$ cat src/hw/rtl/bcq_pkg.sv
// Shared types and codes for the button click qualifier.
// Stage encoding, click event codes, register indexes and the config bundle.
// No dependencies.
`timescale 1ns / 1ps
`default_nettype none

package bcq_pkg;

  localparam int CFG_DATA_W = 16;
  localparam int CFG_IDX_W  = 3;

  localparam logic [CFG_IDX_W-1:0] REG_DEBOUNCE     = 3'd0;
  localparam logic [CFG_IDX_W-1:0] REG_INTERFERENCE = 3'd1;
  localparam logic [CFG_IDX_W-1:0] REG_LONG_CLICK   = 3'd2;
  localparam logic [CFG_IDX_W-1:0] REG_CLICK_MODE   = 3'd3;

  localparam logic [15:0] DEBOUNCE_RST     = 16'd50;
  localparam logic [15:0] INTERFERENCE_RST = 16'd50;
  localparam logic [15:0] LONG_CLICK_RST   = 16'd1000;

  typedef enum logic [1:0] {
    EV_NONE         = 2'd0,
    EV_SINGLE       = 2'd1,
    EV_LONG_PRESS   = 2'd2,
    EV_LONG_RELEASE = 2'd3
  } event_t;

  typedef enum logic [6:0] {
    ST_PASSIVE       = 7'b0000001,
    ST_DEB_PRESS     = 7'b0000010,
    ST_INT_PRESS     = 7'b0000100,
    ST_WAIT_REL      = 7'b0001000,
    ST_WAIT_REL_LONG = 7'b0010000,
    ST_DEB_REL       = 7'b0100000,
    ST_INT_REL       = 7'b1000000
  } stage_t;

  typedef struct packed {
    logic [15:0] debounce_ticks;
    logic [15:0] interference_ticks;
    logic [15:0] long_click_ticks;
    logic        click_mode;
  } cfg_t;

endpackage

`default_nettype wire

$ cat src/hw/rtl/button_click_qualifier_unit.sv
// Top level of the button click qualifier: config registers, input word register,
// result register and the qualifier core.
// Depends on bcq_pkg and bcq_core.
`timescale 1ns / 1ps
`default_nettype none

// One pin sample is taken per word, one word per clock sustained while out_ready holds;
// the click event for a sample passes the input register, then the single-pass qualifier
// logic into the result register. A stalled result holds the core, and the input
// register absorbs one more word before in_ready drops. Each accepted word counts as
// one tick of the internal TICK_WIDTH-bit time base.
// Configuration writes take effect at once and should be made while idle.
module button_click_qualifier_unit import bcq_pkg::*; #(
  parameter int TICK_WIDTH = 32
) (
  input  wire logic                 clk,
  input  wire logic                 rst,
  input  wire logic                 cfg_we,
  input  wire logic [CFG_IDX_W-1:0] cfg_index,
  input  wire logic [CFG_DATA_W-1:0] cfg_data,
  input  wire logic                 in_valid,
  output logic                      in_ready,
  input  wire logic                 button_pin,
  output logic                      out_valid,
  input  wire logic                 out_ready,
  output logic [1:0]                click_event
);

  cfg_t   cfg;
  logic   a_valid;
  logic   a_pin;
  logic   step;
  event_t ev;
  event_t ev_held;

  always_ff @(posedge clk) begin
    if (rst) begin
      cfg.debounce_ticks     <= DEBOUNCE_RST;
      cfg.interference_ticks <= INTERFERENCE_RST;
      cfg.long_click_ticks   <= LONG_CLICK_RST;
      cfg.click_mode         <= 1'b0;
    end else if (cfg_we) begin
      case (cfg_index)
        REG_DEBOUNCE:     cfg.debounce_ticks     <= cfg_data;
        REG_INTERFERENCE: cfg.interference_ticks <= cfg_data;
        REG_LONG_CLICK:   cfg.long_click_ticks   <= cfg_data;
        REG_CLICK_MODE:   cfg.click_mode         <= cfg_data[0];
        default: begin
        end
      endcase
    end
  end

  // core advances when a word is held and the result slot is free or draining
  assign step     = a_valid && (!out_valid || out_ready);
  assign in_ready = !a_valid || step;

  always_ff @(posedge clk) begin
    if (rst) begin
      a_valid <= 1'b0;
    end else if (in_valid && in_ready) begin
      a_valid <= 1'b1;
    end else if (step) begin
      a_valid <= 1'b0;
    end
  end

  always_ff @(posedge clk) begin
    if (in_valid && in_ready) a_pin <= button_pin;
  end

  bcq_core #(
    .TICK_WIDTH(TICK_WIDTH)
  ) u_core (
    .clk     (clk),
    .rst     (rst),
    .step_en (step),
    .pin     (a_pin),
    .cfg     (cfg),
    .ev      (ev)
  );

  always_ff @(posedge clk) begin
    if (rst) begin
      out_valid <= 1'b0;
    end else if (step) begin
      out_valid <= 1'b1;
    end else if (out_ready) begin
      out_valid <= 1'b0;
    end
  end

  always_ff @(posedge clk) begin
    if (step) ev_held <= ev;
  end

  assign click_event = ev_held;

endmodule

`default_nettype wire

$ cat src/hw/rtl/bcq_core.sv
// Qualifier state machine: stage, saved timestamps and the tick count that advances per step.
// Advances one sample per step and reports the click event for it.
// Depends on bcq_pkg.
`timescale 1ns / 1ps
`default_nettype none

module bcq_core import bcq_pkg::*; #(
  parameter int TICK_WIDTH = 32
) (
  input  wire logic clk,
  input  wire logic rst,
  input  wire logic step_en,
  input  wire logic pin,
  input  wire cfg_t cfg,
  output event_t    ev
);

  // compare width wide enough for the 17-bit window sum
  localparam int CW = (TICK_WIDTH > 17) ? TICK_WIDTH : 17;

  stage_t                  stage, stage_next;
  logic                    prior_was_long, prior_was_long_next;
  logic [TICK_WIDTH-1:0]   stage_start_tick, stage_start_tick_next;
  logic [TICK_WIDTH-1:0]   press_start_tick, press_start_tick_next;
  logic [TICK_WIDTH-1:0]   tick_count;

  logic [TICK_WIDTH-1:0]   elapsed;
  logic [CW-1:0]           elapsed_x;
  logic [16:0]             window;
  logic                    deb_done, win_done, long_done;
  event_t                  ev_raw;

  assign elapsed   = tick_count - stage_start_tick;
  assign elapsed_x = CW'(elapsed);
  assign window    = {1'b0, cfg.debounce_ticks} + {1'b0, cfg.interference_ticks};
  assign deb_done  = elapsed_x >= CW'(cfg.debounce_ticks);
  assign win_done  = elapsed_x >= CW'(window);
  assign long_done = elapsed_x >= CW'(cfg.long_click_ticks);

  always_comb begin
    stage_next            = stage;
    prior_was_long_next   = prior_was_long;
    stage_start_tick_next = stage_start_tick;
    press_start_tick_next = press_start_tick;
    ev_raw                = EV_NONE;
    case (stage)
      ST_PASSIVE: begin
        if (!pin) begin
          stage_next            = ST_DEB_PRESS;
          stage_start_tick_next = tick_count;
        end
      end
      ST_DEB_PRESS: begin
        if (deb_done) stage_next = ST_INT_PRESS;
      end
      ST_INT_PRESS: begin
        if (pin) begin
          stage_next = ST_PASSIVE;
        end else if (win_done) begin
          stage_next = ST_WAIT_REL;
          if (!cfg.click_mode) ev_raw = EV_SINGLE;
        end
      end
      ST_WAIT_REL: begin
        if (pin) begin
          stage_next            = ST_DEB_REL;
          prior_was_long_next   = 1'b0;
          press_start_tick_next = stage_start_tick;
          stage_start_tick_next = tick_count;
        end else if (cfg.click_mode && long_done) begin
          stage_next          = ST_WAIT_REL_LONG;
          prior_was_long_next = 1'b0;
          ev_raw              = EV_LONG_PRESS;
        end
      end
      ST_WAIT_REL_LONG: begin
        if (pin) begin
          stage_next            = ST_DEB_REL;
          prior_was_long_next   = 1'b1;
          press_start_tick_next = stage_start_tick;
          stage_start_tick_next = tick_count;
        end
      end
      ST_DEB_REL: begin
        if (deb_done) stage_next = ST_INT_REL;
      end
      ST_INT_REL: begin
        if (!pin) begin
          // release glitch: back to the hold stage with the press timestamp
          stage_start_tick_next = press_start_tick;
          stage_next = prior_was_long ? ST_WAIT_REL_LONG : ST_WAIT_REL;
        end else if (win_done) begin
          stage_next = ST_PASSIVE;
          if (cfg.click_mode) ev_raw = prior_was_long ? EV_LONG_RELEASE : EV_SINGLE;
        end
      end
      default: begin
        stage_next = ST_PASSIVE;
      end
    endcase
  end

  assign ev = step_en ? ev_raw : EV_NONE;

  always_ff @(posedge clk) begin
    if (rst) begin
      stage            <= ST_PASSIVE;
      prior_was_long   <= 1'b0;
      stage_start_tick <= '0;
      press_start_tick <= '0;
      tick_count       <= '0;
    end else if (step_en) begin
      stage            <= stage_next;
      prior_was_long   <= prior_was_long_next;
      stage_start_tick <= stage_start_tick_next;
      press_start_tick <= press_start_tick_next;
      tick_count       <= tick_count + TICK_WIDTH'(1);
    end
  end

  a_no_event_idle: assert property (@(posedge clk) disable iff (rst)
    !step_en |-> ev == EV_NONE) else $error("event without a step");

  a_long_press_stage: assert property (@(posedge clk) disable iff (rst)
    (step_en && ev == EV_LONG_PRESS) |=> stage == ST_WAIT_REL_LONG)
    else $error("long press did not enter long hold stage");

  a_long_release_src: assert property (@(posedge clk) disable iff (rst)
    (step_en && ev == EV_LONG_RELEASE) |-> (prior_was_long && stage == ST_INT_REL))
    else $error("long release without prior long press");

  a_tick_advance: assert property (@(posedge clk) disable iff (rst)
    (!rst && step_en) |=> tick_count == $past(tick_count) + TICK_WIDTH'(1))
    else $error("tick count did not advance on a step");

endmodule

`default_nettype wire

$ cat config.mk
export PLATFORM = sky130hd
export DESIGN_NAME = button_click_qualifier_unit
export DESIGN_NICKNAME = d
export VERILOG_FILES = /design/src/hw/rtl/bcq_pkg.sv /design/src/hw/rtl/button_click_qualifier_unit.sv /design/src/hw/rtl/bcq_core.sv
export SDC_FILE = /design/constraint.sdc
export NUM_CORES = 1
export LEC_CHECK = 0
export BUFFER_PORTS_ARGS = -buffer_cell sky130_fd_sc_hd__buf_2
export CORE_ASPECT_RATIO = 0.6
export CORE_MARGIN = 5
export CORE_UTILIZATION = 40
export DETAILED_ROUTE_END_ITERATION = 10
export PLACE_DENSITY = 0.66
export RECOVER_POWER = 25
export SYNTH_ARGS = -nofsm -noshare
export SYNTH_HDL_FRONTEND = slang
export SYNTH_SLANG_ARGS = --single-unit
$ cat constraint.sdc
create_clock -name clk -period 8.2 [get_ports clk]
set_input_delay 0.41 -clock clk [delete_from_list [all_inputs] [get_ports clk]]
set_output_delay 0.41 -clock clk [all_outputs]
set_load 0.1 [all_outputs]
==> qor.txt <==
LOGIC SYNTHESIS
-------------------------------------------------------------------------------------
Sequential share of the synthesized area                                        31.5%
Synth top area share                                                            30.6%
Number of standard cells after synthesis                                         1301
Primary FF master, synth                                                 sky130_fd_sc_hd__dfxtp_1
Largest area contributor in the netlist                                  sky130_fd_sc_hd__dfxtp_1
Number of synthesized flops with an enable pin                                      3
Post-synth cell types                                                              82
Top area cells in the synthesized netlist                                sky130_fd_sc_hd__dfxtp_1, sky130_fd_sc_hd__ha_1, sky130_fd_sc_hd__nand2_1
Post-synthesis instance area                                                10200 µm²
Average cell area after synthesis                                            7.80 µm²
Synth Net Count                                                                  1425
Synth Warn #                                                                        0
Fraction of registers with async set/reset                                         0%
Flip-flop and latch count after synthesis                                         158

TIMING
-------------------------------------------------------------------------------------
Maximum achievable frequency                                                  202 MHz
Max Slew Vio Count                                                                  0
Setup TNS                                                                        0 ps
Setup-failing EPs final                                                             0
Normalized max-slew margin                                                      23.1%
Clock tree skew after final layout                                            9.44 ps
Worst-case setup margin in the final layout                                   3240 ps
Time the worst path needs with I/O delays and setup                           4960 ps
Slew of the pin with the lowest slew margin                                   1150 ps
Unrepaired setup endpoints after global routing                                 false
Final hold violation count                                                          0
Period utilization                                                              60.5%

DRT
-------------------------------------------------------------------------------------
Number of antenna-violating nets in the routed design                               0
Mean number of vias per cell                                                     5.57
Wire length reported by the detailed router                                  27000 µm
Number of vias in the routed layout                                              9118
Count of routing violations after the opening detailed-route iteration            618
Residual DRC                                                                        0
First drt pass iteration count                                                      7
Post-detailed-route wirelength per cell                                       16.5 µm

CLOCKING
-------------------------------------------------------------------------------------
TritonCTS buffer count                                                             17
Clk slew on worst S/H paths                                                     70 ps
TritonCTS clock tree                                                              yes
Quantity of hold-fixing buffers added after cts                                     0
Clock latency on the worst-skew pair                                           450 ps
Total setup buffers inserted after CTS                                              0
Number of H-tree levels                                                             4
Clock net sink count                                                              158
Max clock buf depth                                                                 2
Buffer cell driving the clock tree root                                  sky130_fd_sc_hd__clkbuf_16
Resize count post-CTS                                                               0

GRT
-------------------------------------------------------------------------------------
Number of antenna violations at the first check in global routing                   0
Global-route total usage across every layer                                     18.7%
Wire length of the first global-routing pass                                 44300 µm
Largest net degree at the start of global routing                                 106
GRT Residual Overflow                                                               0
Vias in the first global route                                                   8442

PLACED DESIGN
-------------------------------------------------------------------------------------
GPL Wtd Cong                                                                    0.936
Half-perimeter wire length after detailed placement                          19700 µm
Area of placed instances                                                    10500 µm²
Worst slack at placement                                                      3340 ps
Count of port buffers added during placement                                       28

POWER
-------------------------------------------------------------------------------------
Maximum vdd ir drop                                                          0.130 mV
Leakage dissipation                                                           4.32 nW
Total power per unit cell area                                             189 nW/µm²

FLOW RUN
-------------------------------------------------------------------------------------
Max-cap violations                                                                  0

DIE
-------------------------------------------------------------------------------------
Core area                                                                   25100 µm²
Floorplan die area                                                          28800 µm²
Number of standard-cell rows in the floorplan                                      45
Initial standard-cell utilization of the core                                   40.4%
Boundary Pins                                                                      29
Horizontal die dimension                                                       216 µm
Vertical die dimension                                                         133 µm

CELLS AND AREA
-------------------------------------------------------------------------------------
Final instance area                                                         11100 µm²
Layout cell share with drive strength beyond 1                                  7.80%
Final net count                                                                  1418
Diode insertion count for antenna repair                                            0
Number of fill cells                                                             2470
Fin util                                                                        44.2%
Area added between synthesis and finish                                         9.30%

WORST SETUP PATH
-------------------------------------------------------------------------------------
Crit path launch type                                                        register
Required arrival time at the worst endpoint                                   8540 ps
CP endpoint kind                                                             register
Largest driver fanout on the critical path                                          7
CP Class                                                                   reg -> reg
Arrival time reported for the critical path endpoint                          5300 ps

RUN STATUS
-------------------------------------------------------------------------------------
Outcome                                                                  finished, final reports clean

WORST HOLD PATH
-------------------------------------------------------------------------------------
Worst hold path class                                                       in -> reg

worst paths after layout:
check,start,endpoint,slack [ps],cells after the start
worst min register to register,u_core.press_start_tick[9],u_core.press_start_tick[9],450,2
worst min-delay path,button_pin,a_pin,150,1
worst max-delay path,cfg[18],u_core.stage[4],3240,22
worst max register to register,cfg[18],u_core.stage[4],3240,22
metrics by stage:
| stage | cells | total power [mW] | hold WS (ps) |
|---|---|---|---|
| 4_1_cts | 1636 | 2.10 | 139 |
| 6_report | 1636 | 2.10 | 147 |
| 2_1_floorplan | 1301 | 1.14 | 432 |
| 5_1_grt | 1636 | 2.20 | 156 |
| 3_3_place_gp | 1604 | 1.23 | 438 |
| 3_5_place_dp | 1604 | 1.25 | 444 |
metal layers:
layer | wire [µm] | global-route usage [%] | part of all wire [%]
met5 | 0 | 0 | 0
met4 | 276 | 4.76 | 1.0
met3 | 1560 | 2.88 | 5.8
met2 | 10700 | 26.1 | 40
met1 | 14500 | 29.5 | 54
Yosys cell counts (15+ instances only):
library cell,n
sky130_fd_sc_hd__xor2_1,34
sky130_fd_sc_hd__a21oi_1,122
sky130_fd_sc_hd__xnor2_1,21
sky130_fd_sc_hd__a211oi_1,38
sky130_fd_sc_hd__nand2_1,202
sky130_fd_sc_hd__inv_1,80
sky130_fd_sc_hd__nand3_1,23
sky130_fd_sc_hd__nor2_1,123
sky130_fd_sc_hd__clkbuf_1,49
sky130_fd_sc_hd__a21o_1,19
sky130_fd_sc_hd__ha_1,97
sky130_fd_sc_hd__or3_1,40
sky130_fd_sc_hd__o21ai_0,70
sky130_fd_sc_hd__o211ai_1,20
sky130_fd_sc_hd__nand4_1,15
sky130_fd_sc_hd__dfxtp_1,155
power by group:
group | switching [mW] | internal (mW) | leakage, nW | total [mW]
Sequential | 0.0143 | 0.787 | 1.29 | 0.801
Combinational | 0.257 | 0.177 | 2.73 | 0.434
Clock | 0.372 | 0.490 | 0.306 | 0.862
state kept, by name, indices dropped and copies added (netlist names):
signal,count
a_pin,1
a_valid,1
cfg,49
click_event,2
out_valid,1
u_core.press_start_tick,32
u_core.prior_was_long,1
u_core.stage,7
u_core.stage_start_tick,32
u_core.tick_count,32
kinds of logic after synthesis:
kind of cell	after synthesis	share of synthesized area [%]
and+or+nand+nor	486	22.2
AOI/OAI and AO/OA	346	21.8
xor gates and xnor gates	55	4.74
buffers and inverters	144	6.10
adders and majority gates	99	12.3
DFF	158	31.5
muxes	13	1.33
cells in the final DEF, fill, tap and decap left out, drive strengths merged, types with 38 or more instances in the layout:
| cell type | synthesis | final |
|---|---|---|
| a211oi | 38 | 38 |
| a21oi | 122 | 122 |
| dfxtp | 155 | 155 |
| ha | 97 | 97 |
| inv | 80 | 87 |
| nand2 | 202 | 202 |
| nor2 | 123 | 123 |
| o21ai | 73 | 73 |
| or3 | 40 | 40 |
worst max-delay path, stage by stage (launching register included):
cell                        delay (ps)
sky130_fd_sc_hd__dfxtp_1           310
sky130_fd_sc_hd__ha_1              290
sky130_fd_sc_hd__a21o_1            190
sky130_fd_sc_hd__a21oi_1           230
sky130_fd_sc_hd__o21ai_0           130
sky130_fd_sc_hd__a21oi_1           230
sky130_fd_sc_hd__o21ai_0           170
sky130_fd_sc_hd__a41o_1            310
sky130_fd_sc_hd__o211a_1           240
sky130_fd_sc_hd__o21a_1            170
sky130_fd_sc_hd__o21ai_0           280
sky130_fd_sc_hd__nor3b_1            80
sky130_fd_sc_hd__a2111oi_0         520
sky130_fd_sc_hd__ha_1              340
sky130_fd_sc_hd__nand2_1            90
sky130_fd_sc_hd__nor2_1             60
sky130_fd_sc_hd__nand2_1            60
sky130_fd_sc_hd__o211ai_1           80
sky130_fd_sc_hd__o21bai_1          210
sky130_fd_sc_hd__o22ai_1           140
sky130_fd_sc_hd__nor2_1             90
sky130_fd_sc_hd__o21ai_4           290
sky130_fd_sc_hd__mux2_4            330
final cells by class:
class                   count  area (µm²)  share of cell area [%]
clock buffers              17         425                    3.83
clock inverters            15         200                    1.80
inverters                  81         304                    2.74
multi-input cells         999        6360                    57.3
flip-flops and latches    158        3190                    28.8
well taps                 329         412                    3.71
repair buffers             37         204                    1.84
(Power assumes the default switching activity.)
